<file path="config.mk">
export PLATFORM = sky130hd
export DESIGN_NAME = button_pwm_generator_control
export DESIGN_NICKNAME = d
export VERILOG_FILES = /design/src/rtl/core/bpg_pkg.sv /design/src/rtl/core/bpg_div.sv /design/src/rtl/core/button_pwm_generator_control.sv
export VERILOG_INCLUDE_DIRS = /design/src /design/src/rtl/core
export SDC_FILE = /design/constraint.sdc
export NUM_CORES = 1
export LEC_CHECK = 0
export BUFFER_PORTS_ARGS = -buffer_cell sky130_fd_sc_hd__buf_2
export CORE_MARGIN = 2
export CORE_UTILIZATION = 35
export CTS_CLUSTER_DIAMETER = 200
export DETAILED_ROUTE_END_ITERATION = 10
export GPL_TIMING_DRIVEN = 0
export HOLD_SLACK_MARGIN = 0.12
export PLACE_DENSITY_LB_ADDON = 0.05
export SYNTH_ARGS = -nofsm -noshare
export SYNTH_HDL_FRONTEND = slang
export SYNTH_SLANG_ARGS = --single-unit
</file>
<file path="constraint.sdc">
create_clock -name clk -period 7.4 [get_ports clk]
set_clock_uncertainty 0.15 [all_clocks]
set_input_delay 0 -clock clk [delete_from_list [all_inputs] [get_ports clk]]
set_output_delay 0 -clock clk [all_outputs]
set_load 0.1 [all_outputs]
</file>
<file path="src/rtl/core/button_pwm_generator_control_defines.svh">
// ----------------------------------------------------------------------------
// Assertion macros for the button PWM generator control
// Shared checker shorthands, clocked on clk and held off during reset.
// ----------------------------------------------------------------------------
`ifndef BUTTON_PWM_GENERATOR_CONTROL_DEFINES_SVH
`define BUTTON_PWM_GENERATOR_CONTROL_DEFINES_SVH

// Same-cycle implication.
`define BPG_ASSERT_IMP(label, ante, cons) \
  label: assert property (@(posedge clk) disable iff (!rst_n) (ante) |-> (cons)) \
    else $error("bpg: same-cycle check failed");

// Next-cycle implication.
`define BPG_ASSERT_NXT(label, ante, cons) \
  label: assert property (@(posedge clk) disable iff (!rst_n) (ante) |=> (cons)) \
    else $error("bpg: next-cycle check failed");

`endif

</file>
<file path="src/rtl/core/bpg_pkg.sv">
// ----------------------------------------------------------------------------
// bpg_pkg
// Widths, constants, range tables and shared types of the PWM generator control.
// ----------------------------------------------------------------------------
`default_nettype none

package bpg_pkg;

  localparam int CLOCK_HZ  = 16000000;
  localparam int REPEAT_MS = 50;
  localparam int SLOW_DIV  = 8;

  localparam int FREQ_W = 17;
  localparam int DUTY_W = 7;
  localparam int TOP_W  = 16;
  localparam int PROD_W = TOP_W + DUTY_W;
  localparam int DVD_W  = $clog2(CLOCK_HZ + 1);
  localparam int CNT_W  = $clog2(DVD_W + 1);
  localparam int MCNT_W = $clog2(DUTY_W);

  localparam logic [DUTY_W-1:0] DUTY_MAX   = DUTY_W'(100);
  localparam logic [DUTY_W-1:0] DUTY_START = DUTY_W'(50);
  localparam logic [DUTY_W-1:0] DUTY_ONE   = DUTY_W'(1);
  localparam logic [31:0]       REPEAT_LIM = 32'(REPEAT_MS);

  localparam logic [DVD_W-1:0]  DVD_SLOW = DVD_W'(CLOCK_HZ / SLOW_DIV);
  localparam logic [DVD_W-1:0]  DVD_FAST = DVD_W'(CLOCK_HZ);
  localparam logic [DVD_W-1:0]  DVD_ONE  = DVD_W'(1);
  localparam logic [FREQ_W-1:0] DSR_PCT  = FREQ_W'(100);
  localparam logic [CNT_W-1:0]  DIV_STEPS = CNT_W'(DVD_W);
  localparam logic [MCNT_W-1:0] MUL_LAST  = MCNT_W'(DUTY_W - 1);

  localparam logic OP_START = 1'b0;
  localparam logic OP_TICK  = 1'b1;

  localparam logic [1:0] MODE_NONE = 2'd0;
  localparam logic [1:0] MODE_FREQ = 2'd1;
  localparam logic [1:0] MODE_DUTY = 2'd2;

  typedef struct packed {
    logic              start;
    logic [DVD_W-1:0]  dividend;
    logic [FREQ_W-1:0] divisor;
  } div_req_t;

  typedef struct packed {
    logic             done;
    logic [DVD_W-1:0] quotient;
  } div_rsp_t;

  function automatic logic [FREQ_W-1:0] range_min(input logic [1:0] r);
    logic [FREQ_W-1:0] v;
    case (r)
      2'd0:    v = FREQ_W'(31);
      2'd1:    v = FREQ_W'(1000);
      2'd2:    v = FREQ_W'(10000);
      2'd3:    v = FREQ_W'(40000);
      default: v = FREQ_W'(31);
    endcase
    return v;
  endfunction

  function automatic logic [FREQ_W-1:0] range_max(input logic [1:0] r);
    logic [FREQ_W-1:0] v;
    case (r)
      2'd0:    v = FREQ_W'(1000);
      2'd1:    v = FREQ_W'(10000);
      2'd2:    v = FREQ_W'(40000);
      2'd3:    v = FREQ_W'(100000);
      default: v = FREQ_W'(1000);
    endcase
    return v;
  endfunction

  function automatic logic [FREQ_W-1:0] range_step(input logic [1:0] r);
    logic [FREQ_W-1:0] v;
    case (r)
      2'd0:    v = FREQ_W'(1);
      2'd1:    v = FREQ_W'(10);
      2'd2:    v = FREQ_W'(100);
      2'd3:    v = FREQ_W'(1000);
      default: v = FREQ_W'(1);
    endcase
    return v;
  endfunction

endpackage

`default_nettype wire

</file>
<file path="src/rtl/core/bpg_div.sv">
// ----------------------------------------------------------------------------
// bpg_div
// Bit-serial restoring divider, one quotient bit per cycle.
// ----------------------------------------------------------------------------
`default_nettype none

module bpg_div (
  input  wire logic              clk,
  input  wire logic              rst_n,
  input  wire bpg_pkg::div_req_t req,
  output bpg_pkg::div_rsp_t      rsp
);

  logic [bpg_pkg::DVD_W-1:0]  dvd_r;
  logic [bpg_pkg::FREQ_W-1:0] rem_r;
  logic [bpg_pkg::FREQ_W-1:0] dsr_r;
  logic [bpg_pkg::CNT_W-1:0]  cnt_r;
  logic                       busy_r;
  logic                       done_r;

  logic [bpg_pkg::FREQ_W:0]   rem_sh;
  logic [bpg_pkg::FREQ_W:0]   rem_sub;
  logic                       ge;

  // A zero divisor always compares as fitting, so the quotient ends all ones.
  assign rem_sh  = {rem_r, dvd_r[bpg_pkg::DVD_W-1]};
  assign ge      = rem_sh >= {1'b0, dsr_r};
  assign rem_sub = rem_sh - {1'b0, dsr_r};

  always_ff @(posedge clk) begin
    if (!rst_n) begin
      busy_r <= 1'b0;
      done_r <= 1'b0;
      cnt_r  <= '0;
    end else begin
      done_r <= 1'b0;
      if (req.start) begin
        dvd_r  <= req.dividend;
        dsr_r  <= req.divisor;
        rem_r  <= '0;
        cnt_r  <= bpg_pkg::DIV_STEPS;
        busy_r <= 1'b1;
      end else if (busy_r) begin
        rem_r <= ge ? rem_sub[bpg_pkg::FREQ_W-1:0] : rem_sh[bpg_pkg::FREQ_W-1:0];
        dvd_r <= {dvd_r[bpg_pkg::DVD_W-2:0], ge};
        cnt_r <= cnt_r - 1'b1;
        if (cnt_r == bpg_pkg::CNT_W'(1)) begin
          busy_r <= 1'b0;
          done_r <= 1'b1;
        end
      end
    end
  end

  assign rsp.done     = done_r;
  assign rsp.quotient = dvd_r;

endmodule

`default_nettype wire

</file>
<file path="src/rtl/core/button_pwm_generator_control.sv">
// ----------------------------------------------------------------------------
// button_pwm_generator_control
// Menu and timer control of a button-driven PWM generator.
// ----------------------------------------------------------------------------
// Usage:
//   cfg_wr_en / cfg_wr_data write the frequency range (0 to 3), taken by the
//   next start item. Input items arrive on in_*: in_tuser low starts the
//   generator, high is a button poll tick with flags and a millisecond time.
//   Every input item yields exactly one status item on out_*.
//   Throughput is one item at a time. An item that reprograms the timer runs
//   a 24-step bit-serial division of the clock (divided by 8 in range 0) by
//   the frequency, a 7-step shift-add multiply by the duty and a second
//   24-step division by 100, which share one serial divider. A duty change
//   skips the first division; a tick that touches neither goes straight to
//   the result. The next item is accepted in the cycle after the result is loaded.
//   The result sits in an output register; the next item is accepted while it
//   waits, and a finished result stalls in the last step until out_tready.
//   Reset clears the control and menu state: generator stopped, range 0, values zero, and
//   in_tready stays low while rst_n is low.
// ----------------------------------------------------------------------------
`default_nettype none

`include "button_pwm_generator_control_defines.svh"

module button_pwm_generator_control (
  input  wire logic        clk,
  input  wire logic        rst_n,
  input  wire logic        cfg_wr_en,
  input  wire logic [1:0]  cfg_wr_data,   // range_index
  input  wire logic        in_tvalid,
  output logic             in_tready,
  // up_press, down_press, up_long, down_long, enter_press, back_press,
  // now_ms[31:0], zero pad
  input  wire logic [39:0] in_tdata,
  input  wire logic        in_tuser,      // operation
  output logic             out_tvalid,
  input  wire logic        out_tready,
  // output_enable, prescale_div8, period_top[15:0], compare_level[15:0],
  // counter_reload, frequency_hz[16:0], duty_percent[6:0], cursor_row,
  // adjust_mode[1:0], running, zero pad
  output logic [63:0]      out_tdata
);

  typedef enum logic [2:0] {
    S_IDLE, S_TOP_GO, S_TOP_WAIT, S_MUL, S_CMP_GO, S_CMP_WAIT, S_DONE
  } state_t;

  state_t                      state_r;
  logic [1:0]                  range_index_r;
  logic                        active_r;
  logic [1:0]                  latched_r;
  logic                        adj_freq_r;
  logic                        adj_duty_r;
  logic                        cursor_r;
  logic [bpg_pkg::FREQ_W-1:0]  freq_r;
  logic [bpg_pkg::DUTY_W-1:0]  duty_r;
  logic [31:0]                 last_rep_r;
  logic [bpg_pkg::TOP_W-1:0]   top_r;
  logic [bpg_pkg::TOP_W-1:0]   cmp_r;
  logic                        reload_r;
  logic                        back_r;
  logic [bpg_pkg::PROD_W-1:0]  acc_r;
  logic [bpg_pkg::DUTY_W-1:0]  mplier_r;
  logic [bpg_pkg::MCNT_W-1:0]  mcnt_r;
  logic                        out_valid_r;
  logic [63:0]                 out_data_r;

  logic                        active_nxt;
  logic [1:0]                  latched_nxt;
  logic                        adj_freq_nxt;
  logic                        adj_duty_nxt;
  logic                        cursor_nxt;
  logic [bpg_pkg::FREQ_W-1:0]  freq_nxt;
  logic [bpg_pkg::DUTY_W-1:0]  duty_nxt;
  logic [31:0]                 last_rep_nxt;
  logic                        back_nxt;
  logic                        do_top;
  logic                        do_cmp;

  logic                        in_fire;
  logic                        up, down, up_l, down_l, enter, back;
  logic [31:0]                 now;
  logic [31:0]                 since;
  logic                        due;
  logic [1:0]                  rng;
  logic [bpg_pkg::FREQ_W-1:0]  f_min, f_max, f_step;

  bpg_pkg::div_req_t           div_req;
  bpg_pkg::div_rsp_t           div_rsp;
  logic [bpg_pkg::DVD_W-1:0]   quot_m1;
  logic [bpg_pkg::TOP_W-1:0]   top_new;
  logic [bpg_pkg::TOP_W-1:0]   top_fin;
  logic [bpg_pkg::PROD_W-1:0]  acc_add;
  logic [1:0]                  mode_code;
  logic [63:0]                 out_pack;
  logic                        out_free;

  assign up     = in_tdata[0];
  assign down   = in_tdata[1];
  assign up_l   = in_tdata[2];
  assign down_l = in_tdata[3];
  assign enter  = in_tdata[4];
  assign back   = in_tdata[5];
  assign now    = in_tdata[37:6];

  assign in_tready = rst_n && (state_r == S_IDLE);
  assign in_fire   = in_tvalid && in_tready;

  assign since  = now - last_rep_r;
  assign due    = since >= bpg_pkg::REPEAT_LIM;
  assign rng    = latched_r;
  assign f_min  = bpg_pkg::range_min(rng);
  assign f_max  = bpg_pkg::range_max(rng);
  assign f_step = bpg_pkg::range_step(rng);

  // Menu update for one item. After one hold repeat fires in a tick, the
  // fired flag keeps the other direction from repeating in that tick.
  always_comb begin
    logic fired;
    fired        = 1'b0;
    active_nxt   = active_r;
    latched_nxt  = latched_r;
    adj_freq_nxt = adj_freq_r;
    adj_duty_nxt = adj_duty_r;
    cursor_nxt   = cursor_r;
    freq_nxt     = freq_r;
    duty_nxt     = duty_r;
    last_rep_nxt = last_rep_r;
    back_nxt     = 1'b0;
    do_top       = 1'b0;
    do_cmp       = 1'b0;
    if (in_tuser == bpg_pkg::OP_START) begin
      active_nxt   = 1'b1;
      latched_nxt  = range_index_r;
      adj_freq_nxt = 1'b0;
      adj_duty_nxt = 1'b0;
      cursor_nxt   = 1'b0;
      freq_nxt     = bpg_pkg::range_min(range_index_r);
      duty_nxt     = bpg_pkg::DUTY_START;
      do_top       = 1'b1;
      do_cmp       = 1'b1;
    end else if (active_r) begin
      if (!adj_freq_r && !adj_duty_r) begin
        if (up) begin
          cursor_nxt = 1'b0;
        end
        if (down) begin
          cursor_nxt = 1'b1;
        end
      end
      if (enter) begin
        if (!cursor_nxt) begin
          adj_duty_nxt = 1'b0;
          adj_freq_nxt = !adj_freq_r;
        end else begin
          adj_freq_nxt = 1'b0;
          adj_duty_nxt = !adj_duty_r;
        end
      end
      if (adj_freq_nxt) begin
        if (freq_nxt < f_max) begin
          if (up) begin
            freq_nxt = freq_nxt + f_step;
          end
          if (up_l && due) begin
            freq_nxt     = freq_nxt + f_step;
            last_rep_nxt = now;
            fired        = 1'b1;
          end
        end
        if (freq_nxt > f_min) begin
          if (down) begin
            freq_nxt = freq_nxt - f_step;
          end
          if (down_l && due && !fired) begin
            freq_nxt     = freq_nxt - f_step;
            last_rep_nxt = now;
          end
        end
        do_top = 1'b1;
        do_cmp = 1'b1;
      end
      if (adj_duty_nxt) begin
        if (up && duty_nxt < bpg_pkg::DUTY_MAX) begin
          duty_nxt = duty_nxt + bpg_pkg::DUTY_ONE;
        end
        if (down && duty_nxt != '0) begin
          duty_nxt = duty_nxt - bpg_pkg::DUTY_ONE;
        end
        if (up_l && due) begin
          if (duty_nxt < bpg_pkg::DUTY_MAX) begin
            duty_nxt = duty_nxt + bpg_pkg::DUTY_ONE;
          end
          last_rep_nxt = now;
          fired        = 1'b1;
        end
        if (down_l && due && !fired) begin
          if (duty_nxt != '0) begin
            duty_nxt = duty_nxt - bpg_pkg::DUTY_ONE;
          end
          last_rep_nxt = now;
        end
        do_cmp = 1'b1;
      end
      if (back) begin
        active_nxt   = 1'b0;
        adj_freq_nxt = 1'b0;
        adj_duty_nxt = 1'b0;
        cursor_nxt   = 1'b0;
        back_nxt     = 1'b1;
      end
    end
  end

  always_comb begin
    div_req.start    = (state_r == S_TOP_GO) || (state_r == S_CMP_GO);
    div_req.dividend = {{(bpg_pkg::DVD_W - bpg_pkg::PROD_W){1'b0}}, acc_r};
    div_req.divisor  = bpg_pkg::DSR_PCT;
    if (state_r == S_TOP_GO) begin
      div_req.dividend = (latched_r == 2'd0) ? bpg_pkg::DVD_SLOW : bpg_pkg::DVD_FAST;
      div_req.divisor  = freq_r;
    end
  end

  bpg_div u_div (
    .clk   (clk),
    .rst_n (rst_n),
    .req   (div_req),
    .rsp   (div_rsp)
  );

  assign quot_m1 = div_rsp.quotient - bpg_pkg::DVD_ONE;
  assign top_new = quot_m1[bpg_pkg::TOP_W-1:0];
  assign acc_add = mplier_r[bpg_pkg::DUTY_W-1] ?
                   {{(bpg_pkg::PROD_W - bpg_pkg::TOP_W){1'b0}}, top_r} : '0;

  // Back clears the period at the result step, after any compare update from it.
  assign top_fin   = back_r ? '0 : top_r;
  assign mode_code = adj_freq_r ? bpg_pkg::MODE_FREQ :
                     (adj_duty_r ? bpg_pkg::MODE_DUTY : bpg_pkg::MODE_NONE);
  assign out_pack  = {1'b0, active_r, mode_code, cursor_r, duty_r, freq_r,
                      reload_r && !back_r, cmp_r, top_fin,
                      active_r && (latched_r == 2'd0), active_r};
  assign out_free  = !out_valid_r || out_tready;

  always_ff @(posedge clk) begin
    if (!rst_n) begin
      state_r       <= S_IDLE;
      range_index_r <= 2'd0;
      active_r      <= 1'b0;
      latched_r     <= 2'd0;
      adj_freq_r    <= 1'b0;
      adj_duty_r    <= 1'b0;
      cursor_r      <= 1'b0;
      freq_r        <= '0;
      duty_r        <= '0;
      last_rep_r    <= '0;
      top_r         <= '0;
      cmp_r         <= '0;
      reload_r      <= 1'b0;
      back_r        <= 1'b0;
      mcnt_r        <= '0;
      out_valid_r   <= 1'b0;
    end else begin
      if (cfg_wr_en) begin
        range_index_r <= cfg_wr_data;
      end
      if ((state_r == S_DONE) && out_free) begin
        out_valid_r <= 1'b1;
      end else if (out_tready) begin
        out_valid_r <= 1'b0;
      end
      case (state_r)
        S_IDLE: begin
          if (in_fire) begin
            active_r   <= active_nxt;
            latched_r  <= latched_nxt;
            adj_freq_r <= adj_freq_nxt;
            adj_duty_r <= adj_duty_nxt;
            cursor_r   <= cursor_nxt;
            freq_r     <= freq_nxt;
            duty_r     <= duty_nxt;
            last_rep_r <= last_rep_nxt;
            back_r     <= back_nxt;
            reload_r   <= 1'b0;
            acc_r      <= '0;
            mplier_r   <= duty_nxt;
            mcnt_r     <= bpg_pkg::MUL_LAST;
            if (do_top) begin
              state_r <= S_TOP_GO;
            end else if (do_cmp) begin
              state_r <= S_MUL;
            end else begin
              state_r <= S_DONE;
            end
          end
        end
        S_TOP_GO: begin
          state_r <= S_TOP_WAIT;
        end
        S_TOP_WAIT: begin
          if (div_rsp.done) begin
            reload_r <= (top_new != top_r);
            top_r    <= top_new;
            state_r  <= S_MUL;
          end
        end
        S_MUL: begin
          acc_r    <= {acc_r[bpg_pkg::PROD_W-2:0], 1'b0} + acc_add;
          mplier_r <= {mplier_r[bpg_pkg::DUTY_W-2:0], 1'b0};
          mcnt_r   <= mcnt_r - 1'b1;
          if (mcnt_r == '0) begin
            state_r <= S_CMP_GO;
          end
        end
        S_CMP_GO: begin
          state_r <= S_CMP_WAIT;
        end
        S_CMP_WAIT: begin
          if (div_rsp.done) begin
            cmp_r   <= div_rsp.quotient[bpg_pkg::TOP_W-1:0];
            state_r <= S_DONE;
          end
        end
        S_DONE: begin
          if (out_free) begin
            out_data_r  <= out_pack;
            top_r       <= top_fin;
            state_r     <= S_IDLE;
          end
        end
        default: begin
          state_r <= S_IDLE;
        end
      endcase
    end
  end

  assign out_tvalid = out_valid_r;
  assign out_tdata  = out_data_r;

  `BPG_ASSERT_IMP(a_modes_excl, 1'b1, !(adj_freq_r && adj_duty_r))
  `BPG_ASSERT_IMP(a_div_done_wait, div_rsp.done, (state_r == S_TOP_WAIT) || (state_r == S_CMP_WAIT))
  `BPG_ASSERT_IMP(a_stopped_top, out_valid_r && !out_data_r[0], out_data_r[17:2] == '0)
  `BPG_ASSERT_NXT(a_done_loads, (state_r == S_DONE) && out_free, out_valid_r && (state_r == S_IDLE))

endmodule

`default_nettype wire
</file>
==> summary.md <==
| Metric | Value |
|---|---|
| 1st-iter DRT viols | `1224` |
| Cell with the most instances after synthesis | `nor2_1` |
| Startpoint types | `register` |
| CTS H-tree depth | `2` |
| CTS tree | `done` |
| Clock-pin transition on the worst setup and hold timing paths | `0.06 ns` |
| Total number of vias | `18000` |
| Cell count after synthesis | `2234` |
| Hold Path Class | `in -> reg` |
| Kind of critical path | `reg -> reg` |
| Initial antenna violation count | `3` |
| Routed vias/inst | `5.50` |
| MaxCap Viol Count | `0` |
| Tcrit/Tclk final | `102%` |
| Final wirelength | `65.9 mm` |
| Crit-path max FO | `4` |
| Drt drc | `0` |
| Tot GR Track Use | `22.7%` |
| Root Driver | `clkbuf_16` |
| DR WL/cell | `20.2 um` |
| Syn Nets | `2433` |
| Final hold vios | `0` |
| Synth top area share | `23.3%` |
| Largest cells by area after synthesis | `edfxtp_1, dfxtp_1, ha_1` |
| Number of buffers created by CTS | `34` |
| Total clock sinks | `262` |
| Syn Std Cell Area | `0.0193 mm2` |
| Hold slack | `0.136 ns` |
| Final setup violation count | `6` |
| Worst-margin pin slew | `0.997 ns` |
| I/O pin count | `114` |
| Fmax | `0.132 GHz` |
| Number of synthesized flops with an enable pin | `150` |
| Antenna Nets Post-Route | `0` |
| Vias in the first global route | `16900` |
| Pre-antenna DRT Iters | `5` |
| Synth async-reset ratio | `0%` |
| Sum Neg Setup Slack | `-0.395 ns` |
| Global-route wire length before repair | `100 mm` |
| Leak pwr | `0.00976 uW` |
| Critical path's largest stage delay | `0.56 ns` |
| Synth cell count leaders | `nor2_1, nand2_1, edfxtp_1` |
| Failing checks | `setup timing` |
| Pre-CTS WS | `-1.97 ns` |
| RSZ-0062 raised after global routing | `true` |
| Placed cell areas | `0.0209 mm2` |
| Area delta synth->final | `28.2%` |
| Yosys top cell by area | `edfxtp_1` |
| Grt total ovfl | `0` |
| Status | `finished, violations left` |
| Port buffer count | `108` |
| Seq/Total Area, Yosys | `34.9%` |
| Slew HR | `33.4%` |
| Crit path required time | `7.68 ns` |
| Synth Flop Type | `edfxtp_1` |
| Yosys Warn Count | `0` |
| GPL Wtd Cong | `0.918` |
| Largest net degree at the start of global routing | `23` |
| Clk_lat worst skew | `0.55 ns` |
| Worst setup margin | `-0.153 ns` |
| DP Wirelength | `49.9 mm` |
| Slowest-stage cell, CP | `or4_4` |
| Setup crit end kind | `register` |
| Max Buffers Root-to-Sink | `3` |
| Die Wd | `239 um` |
| Share of layout cells above drive strength 1 | `18.8%` |
| Maximum vdd drop | `0.000147 V` |
| Core area | `0.0548 mm2` |
| Crit path buffers/inverters | `7` |
| Unique masters post-synth | `99` |
| Initial Util | `35.2%` |
| Final Max Slew Viols | `0` |
| Pwr Density | `272 mW/mm2` |
| Std cell rows | `86` |
| Die area | `0.0570 mm2` |
| #FFs+latches synth | `262` |
| Final Critical Period | `7.55 ns` |
| Die Y | `239 um` |
| # nets final | `2738` |
| CP arrival | `7.83 ns` |
| Family with the most delay on the worst path | `compound AO/OA/AOI/OAI gates` |
| Avg Cell Area, Syn | `8.64 um2` |
| Post-layout instance area | `0.0248 mm2` |
-- cell families (layout without fill, tap and decap cells) --
group	Yosys count	after routing	share of synthesized area, %
AO/OA/AOI/OAI	586	586	20.4
XOR/XNOR	115	115	5.26
adder cells (fa/ha/maj)	151	151	10.1
buffers and inverters	239	570	4.80
flip-flops	262	262	34.9
multiplexers	80	80	4.21
other	1	2	0.0194
AND/OR/NAND/NOR	800	800	20.3
-- layout by cell type (no fill, tap or decap), types with 25 or more instances in the layout --
| master | Yosys | routed |
|---|---|---|
| buf_4 | 2 | 85 |
| dlygate4sd3_1 | 0 | 75 |
| nor2_1 | 229 | 220 |
| dfxtp_1 | 112 | 105 |
| clkbuf_16 | 0 | 36 |
| clkbuf_1 | 80 | 68 |
| inv_1 | 134 | 126 |
| a21oi_1 | 148 | 120 |
| nor3_1 | 64 | 59 |
| and2_1 | 42 | 40 |
| nand4_1 | 38 | 38 |
| o21a_1 | 31 | 30 |
| a21o_1 | 32 | 31 |
| xnor2_1 | 67 | 64 |
| o21ai_0 | 104 | 91 |
| ha_1 | 144 | 125 |
| nand2_1 | 191 | 189 |
| nor2b_1 | 35 | 32 |
| xor2_1 | 47 | 46 |
| edfxtp_1 | 150 | 150 |
| buf_2 | 17 | 113 |
| mux2i_1 | 70 | 65 |
| nand3_1 | 64 | 62 |
| o211ai_1 | 25 | 25 |
-- final timing paths --
kind | slack (ns) | end | depth (start not counted) | start
max | -0.15 | freq_r[15] | 38 | last_rep_r[0]
min | 0.14 | last_rep_r[12] | 4 | in_tdata[18]
max reg2reg | -0.15 | freq_r[15] | 38 | last_rep_r[0]
min reg2reg | 0.28 | out_tdata[19] | 0 | cmp_r[1]
-- registers in the layout (all words and copies together), names as in the netlist, 2 cells and up --
| signal | cells |
|---|---|
| u_div.rem_r | 17 |
| out_tdata | 62 |
| duty_r | 7 |
| range_index_r | 2 |
| u_div.dsr_r | 17 |
| u_div.dvd_r | 24 |
| state_r | 3 |
| last_rep_r | 32 |
| u_div.cnt_r | 5 |
| mplier_r | 7 |
| cmp_r | 16 |
| latched_r | 2 |
| mcnt_r | 3 |
| acc_r | 23 |
| freq_r | 17 |
| top_r | 16 |
-- routing by layer --
layer	up-vias	routed length, um	track usage (%)
met5	-	19	0
met4	4	1560	5.74
met3	99	3230	2.60
met2	490	30500	37.3
met1	8596	30600	31.6
li1	8806	-	-
-- stage by stage --
step | utilization (%) | std cells | total power [uW]
after global placement | 37.8 | 3046 | 4510
after detailed placement | 38.1 | 3055 | 4560
after floorplan | - | 2234 | 3830
after global routing | 45.2 | 3270 | 7140
final | 45.2 | 3270 | 6730
after CTS | 43.2 | 3215 | 6580
-- cell type report --
type | count | area [um2]
antenna | 1 | 2.50
sequential | 262 | 6760
fill | 5399 | 30000
multi-input combinational | 1733 | 12800
clock inverter | 20 | 274
timing repair buffer | 273 | 2060
inverter | 137 | 528
tap | 704 | 881
clock buffer | 42 | 933
buffer | 98 | 522
-- tightest hold or removal path, stage by stage --
cell           delay [ns]
dlygate4sd3_1        0.53
buf_2                0.12
mux2i_1              0.06
nor2_1               0.07
-- power by group --
part           total (uW)  switching, uW  leakage [uW]  internal (uW)
sequential           1960            142       0.00230           1820
combinational        2980           1800       0.00688           1180
clock                1790            677      0.000581           1110
total                6730           2620       0.00976           4110
-- what timing repair did --
item / 4_1_cts / 5_1_grt
pin swaps: 32 / 66
endpoints found under the setup margin: 49 / 49
buffers inserted: 27 / 54
endpoints found under the hold margin: 74 / 0
resized for setup: 145 / 163
hold buffers: 75 / 0
No activity file was read; power rests on OpenSTA's default activity.
